### config.mk
export PLATFORM = sky130hd
export DESIGN_NAME = bank_switch_scanline_irq_mapper_top
export DESIGN_NICKNAME = d
export VERILOG_FILES = /design/src/design/bssim_pkg.sv /design/src/design/bssim_in_reg.sv /design/src/design/bssim_core.sv /design/src/design/bssim_out_reg.sv /design/src/design/bank_switch_scanline_irq_mapper_top.sv
export VERILOG_INCLUDE_DIRS = /design/src /design/src/design
export SDC_FILE = /design/constraint.sdc
export NUM_CORES = 1
export LEC_CHECK = 0
export ABC_AREA = 1
export BUFFER_PORTS_ARGS = -buffer_cell sky130_fd_sc_hd__buf_2
export CORE_ASPECT_RATIO = 1.4
export CORE_MARGIN = 10
export CORE_UTILIZATION = 58
export CTS_CLUSTER_DIAMETER = 100
export CTS_CLUSTER_SIZE = 8
export DETAILED_ROUTE_END_ITERATION = 6
export PLACE_DENSITY = 0.85
export SYNTH_ARGS = -nofsm -noshare
export SYNTH_HDL_FRONTEND = slang
export SYNTH_SLANG_ARGS = --single-unit
### constraint.sdc
create_clock -name clk_i -period 7.2 [get_ports clk_i]
set_clock_uncertainty 0.2 [all_clocks]
set_input_delay 1.44 -clock clk_i [delete_from_list [all_inputs] [get_ports clk_i]]
set_output_delay 1.44 -clock clk_i [all_outputs]
set_load 0.005 [all_outputs]
### src/design/bank_switch_scanline_irq_mapper_top_macros.svh
// ---------------------------------------------------------------------------
// Assertion macros for the bank switch mapper
// Shared concurrent assertion forms, all reset-qualified.
// ---------------------------------------------------------------------------
`ifndef BANK_SWITCH_SCANLINE_IRQ_MAPPER_TOP_MACROS_SVH
`define BANK_SWITCH_SCANLINE_IRQ_MAPPER_TOP_MACROS_SVH

// Antecedent implies consequent in the same cycle.
`define BSSIM_ASSERT_SAME(lbl, clk, rstn, ante, cons) \
  lbl: assert property (@(posedge clk) disable iff (!rstn) (ante) |-> (cons)) \
    else $error("bssim assertion failed");

// Antecedent implies consequent in the following cycle.
`define BSSIM_ASSERT_NEXT(lbl, clk, rstn, ante, cons) \
  lbl: assert property (@(posedge clk) disable iff (!rstn) (ante) |=> (cons)) \
    else $error("bssim assertion failed");

`endif

### src/design/bssim_pkg.sv
// ---------------------------------------------------------------------------
// bssim_pkg
// Types, constants and register decode codes for the bank switch mapper.
// ---------------------------------------------------------------------------
`default_nettype none

package bssim_pkg;

  // Reset value of the per-line counter decrement.
  localparam logic [7:0] TicksResetVal = 8'd113;

  // APB register indexes.
  localparam logic RegTicksPerLine = 1'b0;

  // Item kinds.
  localparam logic ModeBusWrite = 1'b0;
  localparam logic ModeTick     = 1'b1;

  // Write decode on address bits 15..11.
  typedef enum logic [4:0] {
    SelChr0   = 5'h11,
    SelChr1   = 5'h13,
    SelChr2   = 5'h15,
    SelChr3   = 5'h17,
    SelIrqCnt = 5'h19,
    SelIrqEn  = 5'h1B,
    SelMirror = 5'h1D,
    SelPrg    = 5'h1F
  } reg_sel_e;

  // One input request.
  typedef struct packed {
    logic        mode;
    logic [15:0] addr;
    logic [7:0]  data;
  } item_t;

  // One result request.
  typedef struct packed {
    logic [7:0]  prg_bank;
    logic [7:0]  chr_bank_0;
    logic [7:0]  chr_bank_1;
    logic [7:0]  chr_bank_2;
    logic [7:0]  chr_bank_3;
    logic [1:0]  mirroring;
    logic        irq_pulse;
    logic        irq_active;
    logic [15:0] irq_count;
  } result_t;

endpackage

`default_nettype wire

### src/design/bssim_in_reg.sv
// ---------------------------------------------------------------------------
// bssim_in_reg
// Input register: holds one accepted request until the core takes it.
// ---------------------------------------------------------------------------
`default_nettype none

module bssim_in_reg (
  input  wire                    clk_i,
  input  wire                    rst_ni,
  input  wire                    in_valid_i,
  output logic                   in_ready_o,
  input  wire bssim_pkg::item_t  item_i,
  input  wire                    down_ready_i,
  output logic                   valid_o,
  output bssim_pkg::item_t       item_o
);

  logic             valid_q, valid_d;
  bssim_pkg::item_t item_q;

  // The register frees up whenever its content moves on this cycle.
  assign in_ready_o = !valid_q || down_ready_i;

  always_comb begin
    valid_d = valid_q;
    if (in_ready_o) begin
      valid_d = in_valid_i;
    end
  end

  // Valid flag.
  always_ff @(posedge clk_i or negedge rst_ni) begin
    if (!rst_ni) begin
      valid_q <= 1'b0;
    end else begin
      valid_q <= valid_d;
    end
  end

  // Payload is loaded on every accepted request.
  always_ff @(posedge clk_i) begin
    if (in_valid_i && in_ready_o) begin
      item_q <= item_i;
    end
  end

  assign valid_o = valid_q;
  assign item_o  = item_q;

endmodule

`default_nettype wire

### src/design/bssim_core.sv
// ---------------------------------------------------------------------------
// bssim_core
// Mapper state: bank registers, mirroring and the IRQ down-counter.
// Computes the state after one request and commits it when the request moves.
// ---------------------------------------------------------------------------
`default_nettype none

`include "bank_switch_scanline_irq_mapper_top_macros.svh"

module bssim_core (
  input  wire                    clk_i,
  input  wire                    rst_ni,
  input  wire                    adv_i,
  input  wire bssim_pkg::item_t  item_i,
  input  wire  [7:0]             ticks_i,
  output bssim_pkg::result_t     res_o
);

  logic [7:0]  prg_q, prg_d;
  logic [7:0]  chr0_q, chr0_d, chr1_q, chr1_d, chr2_q, chr2_d, chr3_q, chr3_d;
  logic [1:0]  mir_q, mir_d;
  logic        en_q, en_d;
  logic        lo_next_q, lo_next_d;
  logic [15:0] cnt_q, cnt_d;
  logic        pulse;
  logic        borrow;
  logic [15:0] cnt_sub;

  // A borrow happens when the counter is below the step.
  assign borrow  = cnt_q < {8'd0, ticks_i};
  assign cnt_sub = cnt_q - {8'd0, ticks_i};

  // Next state for the request sitting in the input register.
  always_comb begin
    prg_d     = prg_q;
    chr0_d    = chr0_q;
    chr1_d    = chr1_q;
    chr2_d    = chr2_q;
    chr3_d    = chr3_q;
    mir_d     = mir_q;
    en_d      = en_q;
    lo_next_d = lo_next_q;
    cnt_d     = cnt_q;
    pulse     = 1'b0;
    if (item_i.mode == bssim_pkg::ModeBusWrite) begin
      unique case (bssim_pkg::reg_sel_e'(item_i.addr[15:11]))
        bssim_pkg::SelChr0:   chr0_d = item_i.data;
        bssim_pkg::SelChr1:   chr1_d = item_i.data;
        bssim_pkg::SelChr2:   chr2_d = item_i.data;
        bssim_pkg::SelChr3:   chr3_d = item_i.data;
        bssim_pkg::SelIrqCnt: begin
          if (lo_next_q) begin
            cnt_d = {cnt_q[15:8], item_i.data};
          end else begin
            cnt_d = {item_i.data, cnt_q[7:0]};
          end
          lo_next_d = !lo_next_q;
        end
        bssim_pkg::SelIrqEn: begin
          en_d      = item_i.data[4];
          lo_next_d = 1'b0;
        end
        bssim_pkg::SelMirror: mir_d = item_i.data[1:0];
        bssim_pkg::SelPrg:    prg_d = item_i.data;
        default: ;
      endcase
    end else if (en_q) begin
      cnt_d = cnt_sub;
      if (borrow) begin
        en_d  = 1'b0;
        pulse = 1'b1;
      end
    end
  end

  // State registers, committed when the request moves to the result stage.
  always_ff @(posedge clk_i or negedge rst_ni) begin
    if (!rst_ni) begin
      prg_q     <= '0;
      chr0_q    <= '0;
      chr1_q    <= '0;
      chr2_q    <= '0;
      chr3_q    <= '0;
      mir_q     <= '0;
      en_q      <= 1'b0;
      lo_next_q <= 1'b0;
      cnt_q     <= '0;
    end else if (adv_i) begin
      prg_q     <= prg_d;
      chr0_q    <= chr0_d;
      chr1_q    <= chr1_d;
      chr2_q    <= chr2_d;
      chr3_q    <= chr3_d;
      mir_q     <= mir_d;
      en_q      <= en_d;
      lo_next_q <= lo_next_d;
      cnt_q     <= cnt_d;
    end
  end

  // The result shows the state after this request.
  always_comb begin
    res_o.prg_bank   = prg_d;
    res_o.chr_bank_0 = chr0_d;
    res_o.chr_bank_1 = chr1_d;
    res_o.chr_bank_2 = chr2_d;
    res_o.chr_bank_3 = chr3_d;
    res_o.mirroring  = mir_d;
    res_o.irq_pulse  = pulse;
    res_o.irq_active = en_d;
    res_o.irq_count  = cnt_d;
  end

  // An IRQ pulse always stops counting.
  `BSSIM_ASSERT_SAME(a_pulse_disables, clk_i, rst_ni, adv_i && pulse, !en_d)
  // Only a tick can raise the IRQ pulse.
  `BSSIM_ASSERT_SAME(a_pulse_on_tick, clk_i, rst_ni, pulse, item_i.mode == bssim_pkg::ModeTick)
  // A tick while counting is stopped leaves the counter alone.
  `BSSIM_ASSERT_NEXT(a_idle_tick_holds, clk_i, rst_ni, adv_i && !en_q && item_i.mode == bssim_pkg::ModeTick, $stable(cnt_q) && !en_q)

endmodule

`default_nettype wire

### src/design/bssim_out_reg.sv
// ---------------------------------------------------------------------------
// bssim_out_reg
// Result register: holds one finished result until the receiver takes it.
// ---------------------------------------------------------------------------
`default_nettype none

module bssim_out_reg (
  input  wire                      clk_i,
  input  wire                      rst_ni,
  input  wire                      load_i,
  input  wire bssim_pkg::result_t  res_i,
  output logic                     ready_o,
  output logic                     out_valid_o,
  input  wire                      out_ready_i,
  output bssim_pkg::result_t       res_o
);

  logic               valid_q, valid_d;
  bssim_pkg::result_t res_q;

  // A new result may enter when the register is empty or being drained.
  assign ready_o = !valid_q || out_ready_i;

  always_comb begin
    valid_d = valid_q;
    if (ready_o) begin
      valid_d = load_i;
    end
  end

  always_ff @(posedge clk_i or negedge rst_ni) begin
    if (!rst_ni) begin
      valid_q <= 1'b0;
    end else begin
      valid_q <= valid_d;
    end
  end

  // Result payload.
  always_ff @(posedge clk_i) begin
    if (load_i && ready_o) begin
      res_q <= res_i;
    end
  end

  assign out_valid_o = valid_q;
  assign res_o       = res_q;

endmodule

`default_nettype wire

### src/design/bank_switch_scanline_irq_mapper_top.sv
// ---------------------------------------------------------------------------
// bank_switch_scanline_irq_mapper_top
// Bank switching mapper with a scanline-driven IRQ down-counter.
// Input channel (in_valid_i/in_ready_o): one request is either a CPU bus
// write (mode 0, addr, data) or a scanline tick (mode 1). Output channel
// (out_valid_o/out_ready_i): one result per request with the bank registers,
// mirroring, IRQ pulse, IRQ enable and counter value after that request.
// The input register comes first, then the result register. Throughput is
// one request per cycle while out_ready_i stays high; the state update is
// one 16-bit subtract and compare between the two registers. When the
// receiver stalls, the result register holds its result and the input
// register takes one more request, after which in_ready_o drops. Reset
// clears all bank, mirroring and counter state, empties both stages and
// sets ticks_per_line to 113. APB register ticks_per_line sits at address 0
// and must be written only while the block is idle; nothing enforces it.
// ---------------------------------------------------------------------------
`default_nettype none

module bank_switch_scanline_irq_mapper_top (
  input  wire         clk_i,
  input  wire         rst_ni,
  // APB configuration port
  input  wire         psel,
  input  wire         penable,
  input  wire         pwrite,
  input  wire  [2:0]  paddr,
  input  wire  [31:0] pwdata,
  output logic [31:0] prdata,
  output logic        pready,
  // Input channel
  input  wire         in_valid_i,
  output logic        in_ready_o,
  input  wire         mode_i,
  input  wire  [15:0] addr_i,
  input  wire  [7:0]  data_i,
  // Output channel
  output logic        out_valid_o,
  input  wire         out_ready_i,
  output logic [7:0]  prg_bank_o,
  output logic [7:0]  chr_bank_0_o,
  output logic [7:0]  chr_bank_1_o,
  output logic [7:0]  chr_bank_2_o,
  output logic [7:0]  chr_bank_3_o,
  output logic [1:0]  mirroring_o,
  output logic        irq_pulse_o,
  output logic        irq_active_o,
  output logic [15:0] irq_count_o
);

  logic [7:0]         ticks_q;
  logic               cfg_wr;
  bssim_pkg::item_t   in_item;
  bssim_pkg::item_t   s1_item;
  logic               s1_valid;
  logic               s2_ready;
  logic               adv;
  bssim_pkg::result_t next_res;
  bssim_pkg::result_t out_res;

  // Configuration register write and read-back.
  assign pready = 1'b1;
  assign cfg_wr = psel && penable && pwrite && pready
                  && (paddr[2] == bssim_pkg::RegTicksPerLine);

  always_ff @(posedge clk_i or negedge rst_ni) begin
    if (!rst_ni) begin
      ticks_q <= bssim_pkg::TicksResetVal;
    end else if (cfg_wr) begin
      ticks_q <= pwdata[7:0];
    end
  end

  always_comb begin
    prdata = '0;
    if (paddr[2] == bssim_pkg::RegTicksPerLine) begin
      prdata = {24'd0, ticks_q};
    end
  end

  // Input register.
  always_comb begin
    in_item.mode = mode_i;
    in_item.addr = addr_i;
    in_item.data = data_i;
  end

  bssim_in_reg u_in_reg (
    .clk_i        (clk_i),
    .rst_ni       (rst_ni),
    .in_valid_i   (in_valid_i),
    .in_ready_o   (in_ready_o),
    .item_i       (in_item),
    .down_ready_i (s2_ready),
    .valid_o      (s1_valid),
    .item_o       (s1_item)
  );

  // The request moves on when the result register can take its result.
  assign adv = s1_valid && s2_ready;

  bssim_core u_core (
    .clk_i   (clk_i),
    .rst_ni  (rst_ni),
    .adv_i   (adv),
    .item_i  (s1_item),
    .ticks_i (ticks_q),
    .res_o   (next_res)
  );

  bssim_out_reg u_out_reg (
    .clk_i       (clk_i),
    .rst_ni      (rst_ni),
    .load_i      (s1_valid),
    .res_i       (next_res),
    .ready_o     (s2_ready),
    .out_valid_o (out_valid_o),
    .out_ready_i (out_ready_i),
    .res_o       (out_res)
  );

  // Result fields.
  assign prg_bank_o   = out_res.prg_bank;
  assign chr_bank_0_o = out_res.chr_bank_0;
  assign chr_bank_1_o = out_res.chr_bank_1;
  assign chr_bank_2_o = out_res.chr_bank_2;
  assign chr_bank_3_o = out_res.chr_bank_3;
  assign mirroring_o  = out_res.mirroring;
  assign irq_pulse_o  = out_res.irq_pulse;
  assign irq_active_o = out_res.irq_active;
  assign irq_count_o  = out_res.irq_count;

endmodule

`default_nettype wire
==> flow_metrics.tcl <==
set metrics [dict create \
    path_cells "buf_2 -> inv_1 -> nand3_1 -> buf_2" \
    clock_latency_ns 0.42 \
    cts.clk_slew.worst_paths_ns 0.06 \
    hold_viol_final 0 \
    tns_ns 0 \
    drt_iter0_drc 410 \
    fin_area_mm2 0.00788 \
    cp_data_required_time_ns 5.56 \
    synth_cells 739 \
    cts_buffers 17 \
    p_sw_frac 0.340 \
    power_leakage_uw 0.00389 \
    rows 46 \
    route.vias.total 5262 \
    cts_resized 0 \
    timing.final.crit_share 0.483 \
    worstSetupStartpointType "input pin" \
    ys_top_cells_by_area "edfxtp_1 33%, dfrtp_1 24%, nand2_1 16%, buf_4 3.1%, o21ai_1 3.0%" \
    avgRoutedWirePerCell_um 16.2 \
    yosysTopAreaCell "edfxtp_1" \
    nNetsFinal 908 \
    clkSinkCount 144 \
    ys_types 37 \
    grt_max_degree 96 \
    worstHoldPathCells 2 \
    path_common_cell "buf_2" \
    worstHoldPathType "flip-flop to flip-flop" \
    yosysTopAreaCellShare 0.326 \
    die_h_um 148 \
    drt_first_pass_iters 5 \
    critPathBufInv 3 \
    start_util 0.598 \
    coreArea_mm2 0.0114 \
    power_density_mw_per_mm2 403 \
    holdWs_ns 0.280 \
    seq_area_frac_synth 0.584 \
    yosys_warnings 0 \
    slowest_delay_ns 0.15 \
    power_uw 3170 \
    io_buffers 99 \
    reg2regPathDepth 8 \
    totalWireLength_mm 16.0 \
    overflow 0 \
    power.share.sequential 0.429 \
    crit_family "buffers and inverters" \
    post-route-drc-count 0 \
    ir_drop_uv 196 \
    fillers 883 \
    tightest_slew_ns 1.03 \
    finalSetupViolCount 0 \
    worst-path-max-fanout 3 \
    via_per_inst 5.32 \
    syn2layout_area_growth_pct 15.6 \
    syn_area_per_cell_um2 9.22 \
    grt_setup_unrepaired "false" \
    layout_commonest_cell "nand2_1" \
    combPwrFrac 0.293 \
    drtAntennaViolNets 0 \
    antennaDiodeCount 0 \
    drive_gt1_frac 0.209 \
    num_io_pins 162 \
    cp-end-kind "output pin" \
    synthesis.area_mm2 0.00682 \
    die_x_um 112 \
    cts_max_level 4 \
    maxCapViolations 0 \
    p_switching_uw 1080 \
    grt_pass1_vias 5160 \
    dpl_cell_area_mm2 0.00728 \
    dieArea_mm2 0.0165 \
    clockBufferDepth 2 \
    cp.depth 4 \
    arrival_ns 1.84 \
    clockPowerShare 0.278 \
    cpMaxStageDelayCell "buf_2" \
    cts_tree "built" \
    ys_seq_elements 144 \
    status "complete, no violations" \
    drv_slew 0 \
    layout_common_cells "290 x nand2_1, 99 x buf_2, 74 x edfxtp_1" \
    antenna_found_initial 0 \
    critPathKind "input pin to output pin" \
    cts_hold_buf 0 \
    globalplace.congestion 0.892 \
    timing.fmax_mhz 287 \
    maxSlewHeadroom 0.313 \
    period_minus_slack_ns 3.48 \
    clock-root-buffer "clkbuf_16" \
    post_cts_buffers 0 \
    grtUsageTotal 0.191 \
    hpwl_mm 10.8 \
    power.internal_uw 2100 \
    grt_first_pass_wirelength_mm 25.5 \
]
[flip-flops by register name, indices dropped and copies added, names as in the netlist]
register,count
u_core.en_q,1
u_in_reg.item_o,14
u_core.mir_q,2
u_out_reg.res_o,60
u_core.chr1_q,8
u_core.chr3_q,8
u_in_reg.valid_o,1
u_out_reg.out_valid_o,1
ticks_q,8
u_core.chr0_q,8
u_core.lo_next_q,1
u_core.chr2_q,8
u_core.prg_q,8
u_core.cnt_q,16
[worst paths after layout]
| path | startpoint | endpoint | slack, ns |
|---|---|---|---|
| setup reg to reg | u_in_reg.item_o[24]$_DFFE_PP_ | u_core.chr2_q[6]$_DFFE_PN0P_ | 4.77 |
| setup / recovery | out_ready_i | in_ready_o | 3.72 |
| min in group asynchronous | rst_ni | u_core.chr0_q[1]$_DFFE_PN0P_ | 1.04 |
| hold / removal | u_core.chr0_q[4]$_DFFE_PN0P_ | u_core.chr0_q[4]$_DFFE_PN0P_ | 0.28 |
| hold reg to reg | u_core.chr0_q[4]$_DFFE_PN0P_ | u_core.chr0_q[4]$_DFFE_PN0P_ | 0.28 |
| max in group asynchronous | rst_ni | u_core.prg_q[5]$_DFFE_PN0P_ | 5.17 |
[final cells by class]
cell class                 instances  area, µm²  share of cell area
clock buffer                      19        433              0.0550
clock inverter                    13        160              0.0203
inverter                          53        201              0.0256
multi-input combinational        514       2400               0.305
sequential                       144       3980               0.505
tap                              144        180              0.0229
timing repair buffer             102        518              0.0658
[logic make-up (layout without fill, tap and decap cells)]
kind of cell    count (synthesis)  in the layout  share of synthesized area
simple gates                  374            374                      0.224
flops                         144            144                      0.584
buf+inv                       104            187                     0.0764
compound gates                103            103                     0.0936
fa+ha+maj                       9              9                     0.0176
xor+xnor                        3              3                    0.00386
other cells                     2             25                    0.00110
[cell usage after synthesis]
master / instances
a21boi_1: 1
a21boi_4: 2
a21oi_1: 27
a21oi_2: 2
buf_1: 7
buf_2: 8
buf_4: 28
buf_6: 2
clkbuf_1: 6
clkinv_1: 1
conb_1: 2
dfrtp_1: 66
dfstp_2: 4
edfxtp_1: 74
fa_1: 1
ha_1: 8
inv_1: 46
inv_2: 6
nand2_1: 291
nand2_2: 8
nand2_4: 1
nand3_1: 28
nand3_2: 1
nand3b_1: 2
nand4_1: 2
nor2_1: 33
nor2_2: 1
nor2_4: 3
nor3_1: 2
nor3b_2: 1
o211ai_1: 4
o211ai_2: 5
o21ai_0: 11
o21ai_1: 41
o21ai_2: 10
or2_2: 1
xor2_1: 3
[metrics by stage]
step | setup slack, ns | util | cells
6_report | 3.72 | 0.691 | 989
3_5_place_dp | 3.72 | 0.639 | 957
3_3_place_gp | 3.73 | 0.639 | 957
5_1_grt | 3.68 | 0.691 | 989
4_1_cts | 3.72 | 0.691 | 989
2_1_floorplan | 2.96 | - | 762
[routing by layer]
layer / track usage / routed length [µm] / up-vias
met5: 0 / 0 / -
met4: 0.0909 / 469 / 0
met3: 0.0483 / 1100 / 30
met2: 0.331 / 8170 / 200
met1: 0.215 / 6310 / 2474
li1: - / - / 2558
[worst reg2reg max path, delay by kind of cell, from the launching register on]
kind	cells	cell delay, ns
simple gates	6	0.87
compound gates	1	0.11
buf+inv	1	0.34
flops	1	0.84
[power groups by stage]
| stage | combinational (µW) | sequential [µW] | clock [µW] |
|---|---|---|---|
| floorplan | 654 | 1340 | 0 |
| CTS | 937 | 1360 | 890 |
| finish | 930 | 1360 | 883 |
| global route | 1060 | 1390 | 919 |
| global placement | 887 | 1350 | 0 |
| detailed placement | 919 | 1370 | 0 |
(Power assumes the default switching activity.)
